$ cat config.mk
export PLATFORM = sky130hd
export DESIGN_NAME = pts_cell
export DESIGN_NICKNAME = d
export VERILOG_FILES = /design/src/rtl/pts_pkg.sv /design/src/rtl/pts_cell.sv
export SDC_FILE = /design/constraint.sdc
export NUM_CORES = 1
export LEC_CHECK = 0
export BUFFER_PORTS_ARGS = -buffer_cell sky130_fd_sc_hd__buf_4
export CAP_MARGIN = 20
export CELL_PAD_IN_SITES_DETAIL_PLACEMENT = 0
export CELL_PAD_IN_SITES_GLOBAL_PLACEMENT = 1
export CORE_MARGIN = 2
export CORE_UTILIZATION = 36
export DETAILED_ROUTE_END_ITERATION = 10
export HOLD_SLACK_MARGIN = 0.08
export PLACE_DENSITY_LB_ADDON = 0.1
export RECOVER_POWER = 50
export SYNTH_ARGS = -nofsm -noshare
export SYNTH_HDL_FRONTEND = slang
export SYNTH_SLANG_ARGS = --single-unit
export TNS_END_PERCENT = 100
$ cat constraint.sdc
create_clock -name clk -period 5 [get_ports clk]
set_clock_uncertainty 0.1 [all_clocks]
set_input_delay 0.25 -clock clk [delete_from_list [all_inputs] [get_ports clk]]
set_output_delay 0.25 -clock clk [all_outputs]
set_load 0.02 [all_outputs]
$ cat src/rtl/pts_pkg.sv
`timescale 1ns / 1ps
`default_nettype none
// ----------------------------------------------------------------------------
// pts_pkg
// shared types and codes of the periodic timer scheduler
// ----------------------------------------------------------------------------
package pts_pkg;

  localparam logic [1:0] CMD_TICK   = 2'd0;
  localparam logic [1:0] CMD_ADD    = 2'd1;
  localparam logic [1:0] CMD_REMOVE = 2'd2;

  localparam logic [2:0] KIND_FIRED   = 3'd0;
  localparam logic [2:0] KIND_ADDED   = 3'd1;
  localparam logic [2:0] KIND_REMOVED = 3'd2;
  localparam logic [2:0] KIND_UNKNOWN = 3'd3;
  localparam logic [2:0] KIND_FULL    = 3'd4;

  localparam logic [31:0] COUNT_FOREVER = 32'hFFFF_FFFF;

  typedef enum logic [1:0] {
    CELL_NOP,
    CELL_LOAD,
    CELL_FIRE,
    CELL_FREE
  } cell_op_t;

  // command broadcast to every cell
  typedef struct packed {
    cell_op_t    op;
    logic [31:0] id;
    logic [63:0] deadline;
    logic [31:0] period;
    logic [31:0] remaining;
    logic        async_f;
    logic [31:0] order;
  } cell_ctrl_t;

  // best due timer seen so far, handed along the chain
  typedef struct packed {
    logic        found;
    logic [63:0] deadline;
    logic [31:0] age;
    logic [31:0] id;
    logic        async_f;
    logic        reload;
  } cand_t;

endpackage
`default_nettype wire

$ cat src/rtl/pts_cell.sv
`timescale 1ns / 1ps
`default_nettype none
// ----------------------------------------------------------------------------
// pts_cell
// one timer slot plus one stage of the earliest-due search chain
// ----------------------------------------------------------------------------
module pts_cell #(
  parameter int SW  = 4,
  parameter int IDX = 0
) (
  input  wire logic                clk,
  input  wire logic                rst_n,
  input  wire pts_pkg::cell_ctrl_t ctrl,
  input  wire logic [SW-1:0]       ctrl_slot,
  input  wire logic [63:0]         now,
  input  wire logic [31:0]         order_now,
  input  wire logic [31:0]         rm_id,
  input  wire pts_pkg::cand_t      cand_in,
  input  wire logic [SW-1:0]       cand_slot_in,
  output pts_pkg::cand_t           cand_r,
  output logic [SW-1:0]            cand_slot_r,
  output logic                     valid_o,
  output logic                     match_o
);
  import pts_pkg::*;

  logic        valid_r, valid_nxt;
  logic [31:0] id_r, id_nxt;
  logic [63:0] deadline_r, deadline_nxt;
  logic [31:0] period_r, period_nxt;
  logic [31:0] remaining_r, remaining_nxt;
  logic        async_r, async_nxt;
  logic [31:0] order_r, order_nxt;
  logic        hit;
  logic        due;
  logic [31:0] age;
  logic        take_self;
  cand_t       cand_nxt;
  logic [SW-1:0] cand_slot_nxt;

  assign hit     = (ctrl_slot == SW'(IDX));
  assign due     = valid_r && (deadline_r <= now);
  assign age     = order_now - order_r;
  assign valid_o = valid_r;
  assign match_o = valid_r && (id_r == rm_id);

  // earlier deadline wins, then the older stamp; lower slot wins a full tie
  assign take_self = due && (!cand_in.found || (deadline_r < cand_in.deadline) ||
                     ((deadline_r == cand_in.deadline) && (age > cand_in.age)));

  always_comb begin
    cand_nxt      = cand_in;
    cand_slot_nxt = cand_slot_in;
    if (take_self) begin
      cand_nxt.found    = 1'b1;
      cand_nxt.deadline = deadline_r;
      cand_nxt.age      = age;
      cand_nxt.id       = id_r;
      cand_nxt.async_f  = async_r;
      cand_nxt.reload   = (remaining_r != 32'd0);
      cand_slot_nxt     = SW'(IDX);
    end
  end

  always_comb begin
    valid_nxt     = valid_r;
    id_nxt        = id_r;
    deadline_nxt  = deadline_r;
    period_nxt    = period_r;
    remaining_nxt = remaining_r;
    async_nxt     = async_r;
    order_nxt     = order_r;
    if (hit) begin
      case (ctrl.op)
        CELL_LOAD: begin
          valid_nxt     = 1'b1;
          id_nxt        = ctrl.id;
          deadline_nxt  = ctrl.deadline;
          period_nxt    = ctrl.period;
          remaining_nxt = ctrl.remaining;
          async_nxt     = ctrl.async_f;
          order_nxt     = ctrl.order;
        end
        CELL_FIRE: begin
          if (remaining_r != 32'd0) begin
            if (remaining_r != COUNT_FOREVER) remaining_nxt = remaining_r - 32'd1;
            deadline_nxt = deadline_r + {32'd0, period_r};
            order_nxt    = ctrl.order;
          end else begin
            valid_nxt = 1'b0;
          end
        end
        CELL_FREE: valid_nxt = 1'b0;
        default: ;
      endcase
    end
  end

  always_ff @(posedge clk) begin
    if (!rst_n) begin
      valid_r <= 1'b0;
    end else begin
      valid_r <= valid_nxt;
    end
    id_r        <= id_nxt;
    deadline_r  <= deadline_nxt;
    period_r    <= period_nxt;
    remaining_r <= remaining_nxt;
    async_r     <= async_nxt;
    order_r     <= order_nxt;
    cand_r      <= cand_nxt;
    cand_slot_r <= cand_slot_nxt;
  end

`ifndef ASSERT_OFF
  a_load_sets_valid: assert property (@(posedge clk) disable iff (!rst_n)
    (hit && ctrl.op == CELL_LOAD) |=> valid_r)
    else $error("loaded slot not valid");
  a_free_clears_valid: assert property (@(posedge clk) disable iff (!rst_n)
    (hit && ctrl.op == CELL_FREE) |=> !valid_r)
    else $error("freed slot still valid");
  a_self_pick_due: assert property (@(posedge clk) disable iff (!rst_n)
    take_self |-> valid_r)
    else $error("empty slot offered as due");
`endif

endmodule
`default_nettype wire
### Word level (Yosys, flattened, before mapping)

Cells that the tools add are included.

| storage, ports and cells | value |
|---|---|
| RAM bits | 0 |
| memories kept | 0 |
| bits in read-only memories | 0 |
| flip-flop bits (word level) | 329 |
| word-level logic and storage cells | 54 |
| input port bits | 464 |
| bits in latches | 0 |
| output and inout bits | 137 |

| operators by class | value |
|---|---|
| multiply operators | 0 |
| add/subtract/negate cells | 3 |
| bitwise gates (word level) | 0 |
| shifts and indexed selects | 0 |
| divide/modulo/power cells | 0 |
| magnitude comparators | 3 |
| eq/ne operators | 9 |
| reduce and logical (&&, ||, !) cells | 15 |
| multiplexer cells | 10 |

Operators with widths:

| operator | number |
|---|---|
| 130-bit two-way mux | 1 |
| 32-bit one-hot mux with 2 select lines | 2 |
| 64-bit one-hot mux with 2 select lines | 1 |
| 32-bit two-way mux | 3 |
| 64-bit by 32-bit adder with 64-bit output | 1 |
| 64-bit equality test | 1 |
| 64-bit <= comparator | 1 |
| 64-bit < comparator | 1 |
| 64-bit two-way mux | 1 |
| 32-bit equality test | 1 |
| 32-bit > comparator | 1 |
| 32-bit inequality test, second input constant | 1 |
| 32-bit nonzero test | 1 |
| 32-bit by 1-bit subtractor with 32-bit output, second input constant | 1 |
| 32-bit subtractor | 1 |
| 2-bit inequality test, second input constant | 3 |
| 3-bit AND reduction | 2 |
| 2-bit equality test, second input constant | 2 |
| 1-bit logical AND | 4 |
| 4-bit logical NOT | 1 |
| 4-bit AND reduction | 1 |
| 1-bit one-hot mux with 3 select lines | 1 |
| 3-bit nonzero test | 1 |
| 2-bit by 1-bit equality test with 1-bit output, second input constant | 1 |
| other kinds (5) | 6 |

### Depth between registers and ports, before layout

| logic depth | value |
|---|---|
| depth after elaboration | 6 |
| depth in mapped cells | 23 |
| gate-level depth less buffers | 21 |

### Least setup slack after synthesis

No wires, ideal clock.

| path | value |
|---|---|
| path type | reg2reg |
| from | register remaining_r[0] |
| to | register remaining_r[0], enable pin |
| stages on the path, launching flop included | 9 |
| buffers on the path | 0 |
| library setup time | 395 ps |
| period minus slack after synthesis | 4953 ps |
| arrival time | 4458 ps |
| required time | 4505 ps |
| slack | 47 ps |
| path through | edfxtp_1 > inv_1 > ha_1 > nor4bb_1 > nand4_1 > nor2_1 > o21ai_0 > and2_1 > o41a_1 |

| on the way | value |
|---|---|
| word-level cells in the longest chain between the ends | 3 |

RTL lines:

| what | RTL line | text |
|---|---|---|
| start, declared | pts_cell.sv:31 | `logic [31:0] remaining_r, remaining_nxt;` |
| start signal, assigned | pts_cell.sv:108 | `remaining_r <= remaining_nxt;` |
| 32-bit inequality test / 32-bit nonzero test (equally long branches) | pts_cell.sv:86, pts_cell.sv:85 |  |
| 2-bit inequality test (no source line) | -- |  |
| 4-bit AND reduction (no source line) * | -- |  |

Mark *: on every way between the ends. The rest lies on a longest branch, timed or not.
A chain may end at the register's enable or synchronous reset.

==> results.py <==
metrics = {
    "global_routing": {
        "grt_max_degree": 98,
        "overflow": 0,
        "first_global_vias": 19537,
        "antenna_found_initial": 15,
        "grt_pass1_wl_um": 112000,
        "grt_use_total_pct": 25.7,
    },
    "finish": {
        "final_util_pct": 54.8,
        "register_area_mm2": 0.00852,
        "areaGrowthSynthToFinish_pct": 50.1,
        "fin_nets": 3656,
        "multi_input_area_mm2": 0.0107,
        "fillers": 5080,
        "drive_above_1_share_pct": 22.8,
    },
    "synthesis": {
        "synthCells": 1989,
        "ys_warn_count": 0,
        "yosysTopAreaCell": "edfxtp_1",
        "ys_types": 72,
        "synth.most_common_cell": "ha_1",
        "synthArstFlopShare_pct": 0,
        "synth-seq-cells": 329,
        "synthFlopType": "edfxtp_1",
        "synth_area_leaders": "edfxtp_1 (29%), ha_1 (14%), dfxtp_1 (14%)",
        "ys_seq_area_share_pct": 42.3,
        "synth.top_cells.by_count": "ha_1 (226), inv_1 (221), edfxtp_1 (193), nand2_1 (159), dfxtp_1 (136)",
        "avgSynthCellArea_um2": 10.1,
        "syn-cell-area_mm2": 0.0201,
        "synthDominantCellAreaShare_pct": 28.8,
        "synth_nets": 2681,
        "synth_edf_count": 193,
    },
    "power": {
        "p_leak_uw": 0.0137,
        "peakVddDrop_mv": 0.243,
        "power_density_mw_per_mm2": 252,
    },
    "critical_path": {
        "end_kind": "flop",
        "crit_arrival_ns": 5.14,
        "r2r-start": "order_r[0]",
        "r2r_slack_ns": 0.22,
        "critPathBufInv": 4,
        "crit_fanout": 8,
        "crit_chain": "ha_2, inv_2, fa_2, a211oi_2, o211ai_1, a21oi_1, buf_4, a211oi_4, o31ai_4, o21ai_2, and4bb_2, or3_4, ha_4, nand4_1, nor4_2, nand3_1, nand3_2, a22oi_2, o22ai_4, buf_12, buf_4, mux2_2",
        "critPathLaunchType": "flop",
        "cp_top_family": "compound AO/OA/AOI/OAI gates",
        "crit_type": "reg2reg",
        "cp.required_ns": 5.36,
        "rr_worst_depth": 22,
        "startpoint": "order_r[0]",
        "cp_common_cell": "buf_4",
        "crit_path_max_incr_delay_ns": 0.40,
        "r2r-end": "cand_r[66]",
        "slowest_stage": "or3_4",
    },
    "floorplanning": {
        "coreArea_mm2": 0.0552,
        "die_width_um": 241,
        "row_count": 86,
        "die_area_mm2": 0.0579,
        "start_util_pct": 36.5,
        "die_h_um": 241,
        "ios": 601,
    },
    "routing": {
        "antenna_left": 0,
        "routed_wirelength_um": 76600,
        "vias": 18655,
        "drt-initial-drc-count": 1006,
        "viasPerCell": 4.96,
        "wl_per_cell_um": 20.4,
        "drc": 0,
        "dr.pass1.iters": 5,
    },
    "clock_network": {
        "cts_tree": "done",
        "h-tree-depth": 2,
        "cts-root-buf": "clkbuf_16",
        "clk_path_buf_depth": 3,
        "cts_num_sinks": 329,
        "cts_buffers": 42,
        "worstSkewPairLatency_ns": 0.60,
        "clkTransAtPathRegs_ns": 0.06,
    },
    "placed_design": {
        "portBuffers": 600,
        "post-dp-hpwl_um": 59800,
        "place_congestion": 0.942,
    },
    "timing": {
        "finalHoldViolations": 0,
        "slew_viol_final": 235,
        "finalCriticalPeriod_ns": 4.78,
        "setup_violations": 0,
        "holdWs_ns": 0.162,
        "slew-limit-headroom_pct": -57.7,
        "tightestPinTransition_ns": 2.37,
        "rsz0062_at_grt": "yes",
        "period_share_pct": 95.6,
        "fmax_mhz": 209,
    },
    "status": {
        "violations": "capacitance limit, slew limit",
        "status": "finished, violations left",
    },
    "min_path": {
        "hp-start": "order_now[31]",
        "hold_path_class": "in2reg",
        "hold_depth": 5,
        "hold_end": "cand_r[65]",
    },
    "run": {
        "max_cap_violations": 3,
    },
}
==> flip-flops by register name, summed over array words and instances (netlist names) <==
| register | cells |
|---|---|
| order_r | 32 |
| valid_o | 1 |
| remaining_r | 32 |
| cand_r | 131 |
| deadline_r | 64 |
| async_r | 1 |
| id_r | 32 |
| period_r | 32 |
| cand_slot_r | 4 |
==> layer usage <==
layer | GRT usage (%) | wire [um]
met3 | 5.23 | 4840
met1 | 30.3 | 30700
met5 | 0 | 29
met4 | 8.26 | 2360
met2 | 46.4 | 38700
==> worst max path at each step <==
stage,endpoint,cells past startpoint,slack (ns)
floorplan,remaining_r[0],8,0.05
global placement,cand_r[17],24,-0.19
detailed placement,cand_r[18],24,-0.26
CTS,cand_r[127],25,0.05
global route,cand_r[125],21,-0.04
finish,cand_r[66],22,0.22
==> layout make-up <==
cell class	instances	area share, %
antenna	12	0.0993
timing repair buffer	981	25.8
clock buffer	56	4.05
multi-input combinational	1389	35.3
tap	748	3.09
clock inverter	22	0.811
sequential	329	28.2
inverter	221	2.74
==> report_power, final <==
| group | internal, uW | switching, uW | leakage [uW] |
|---|---|---|---|
| Sequential | 2960 | 48.5 | 0.00289 |
| Clock | 1910 | 1330 | 0.000724 |
| Combinational | 727 | 647 | 0.0101 |
| Total | 5590 | 2020 | 0.0137 |
==> layout by cell type, fill, tap and decap left out, types with 107 or more instances in the layout <==
master | synthesis | layout
dfxtp_1 | 136 | 136
ha_1 | 226 | 224
buf_4 | 5 | 401
edfxtp_1 | 193 | 193
nand2_1 | 159 | 159
clkbuf_1 | 29 | 147
dlygate4sd3_1 | 0 | 332
o21ai_0 | 132 | 131
inv_1 | 221 | 220
xnor2_1 | 107 | 107
==> stage by stage <==
step	setup slack, ns	setup TNS [ns]	power (uW)	area [um2]	std cells
2_1_floorplan	0.0474	0	3640	20100	1989
3_3_place_gp	-0.190	-19.91	4250	25800	3332
3_5_place_dp	-0.260	-28.53	4260	25800	3332
4_1_cts	0.0505	0	7740	30600	3742
5_1_grt	-0.0410	-1.04	7930	30300	3757
6_report	0.218	0	7610	30300	3758
==> kinds of logic after synthesis <==
| group | share of synthesized area [%] |
|---|---|
| XOR/XNOR | 6.39 |
| flip-flops | 42.3 |
| buffers and inverters | 5.27 |
| AND/OR/NAND/NOR | 11.6 |
| AO/OA/AOI/OAI | 13.0 |
| multiplexers | 7.27 |
| adder cells (fa/ha/maj) | 14.2 |
==> worst register-to-register path: stages (launching register included) <==
cell and delay, ns:
edfxtp_1 0.38, ha_2 0.20, inv_2 0.06, fa_2 0.21
a211oi_2 0.07, o211ai_1 0.25, a21oi_1 0.11, buf_4 0.17
a211oi_4 0.30, o31ai_4 0.10, o21ai_2 0.19, and4bb_2 0.25
or3_4 0.40, ha_4 0.27, nand4_1 0.15, nor4_2 0.21
nand3_1 0.14, nand3_2 0.10, a22oi_2 0.07, o22ai_4 0.20
buf_12 0.21, buf_4 0.19, mux2_2 0.34
==> timing repair <==
item	in CTS	in global routing
resized for setup	3	19
hold endpoints to repair	329	0
pin swaps	1	1
setup endpoints to repair	124	130
cloned	0	1
hold buffers	332	0
setup buffers	0	3
Power figures use the tool's default switching activity.
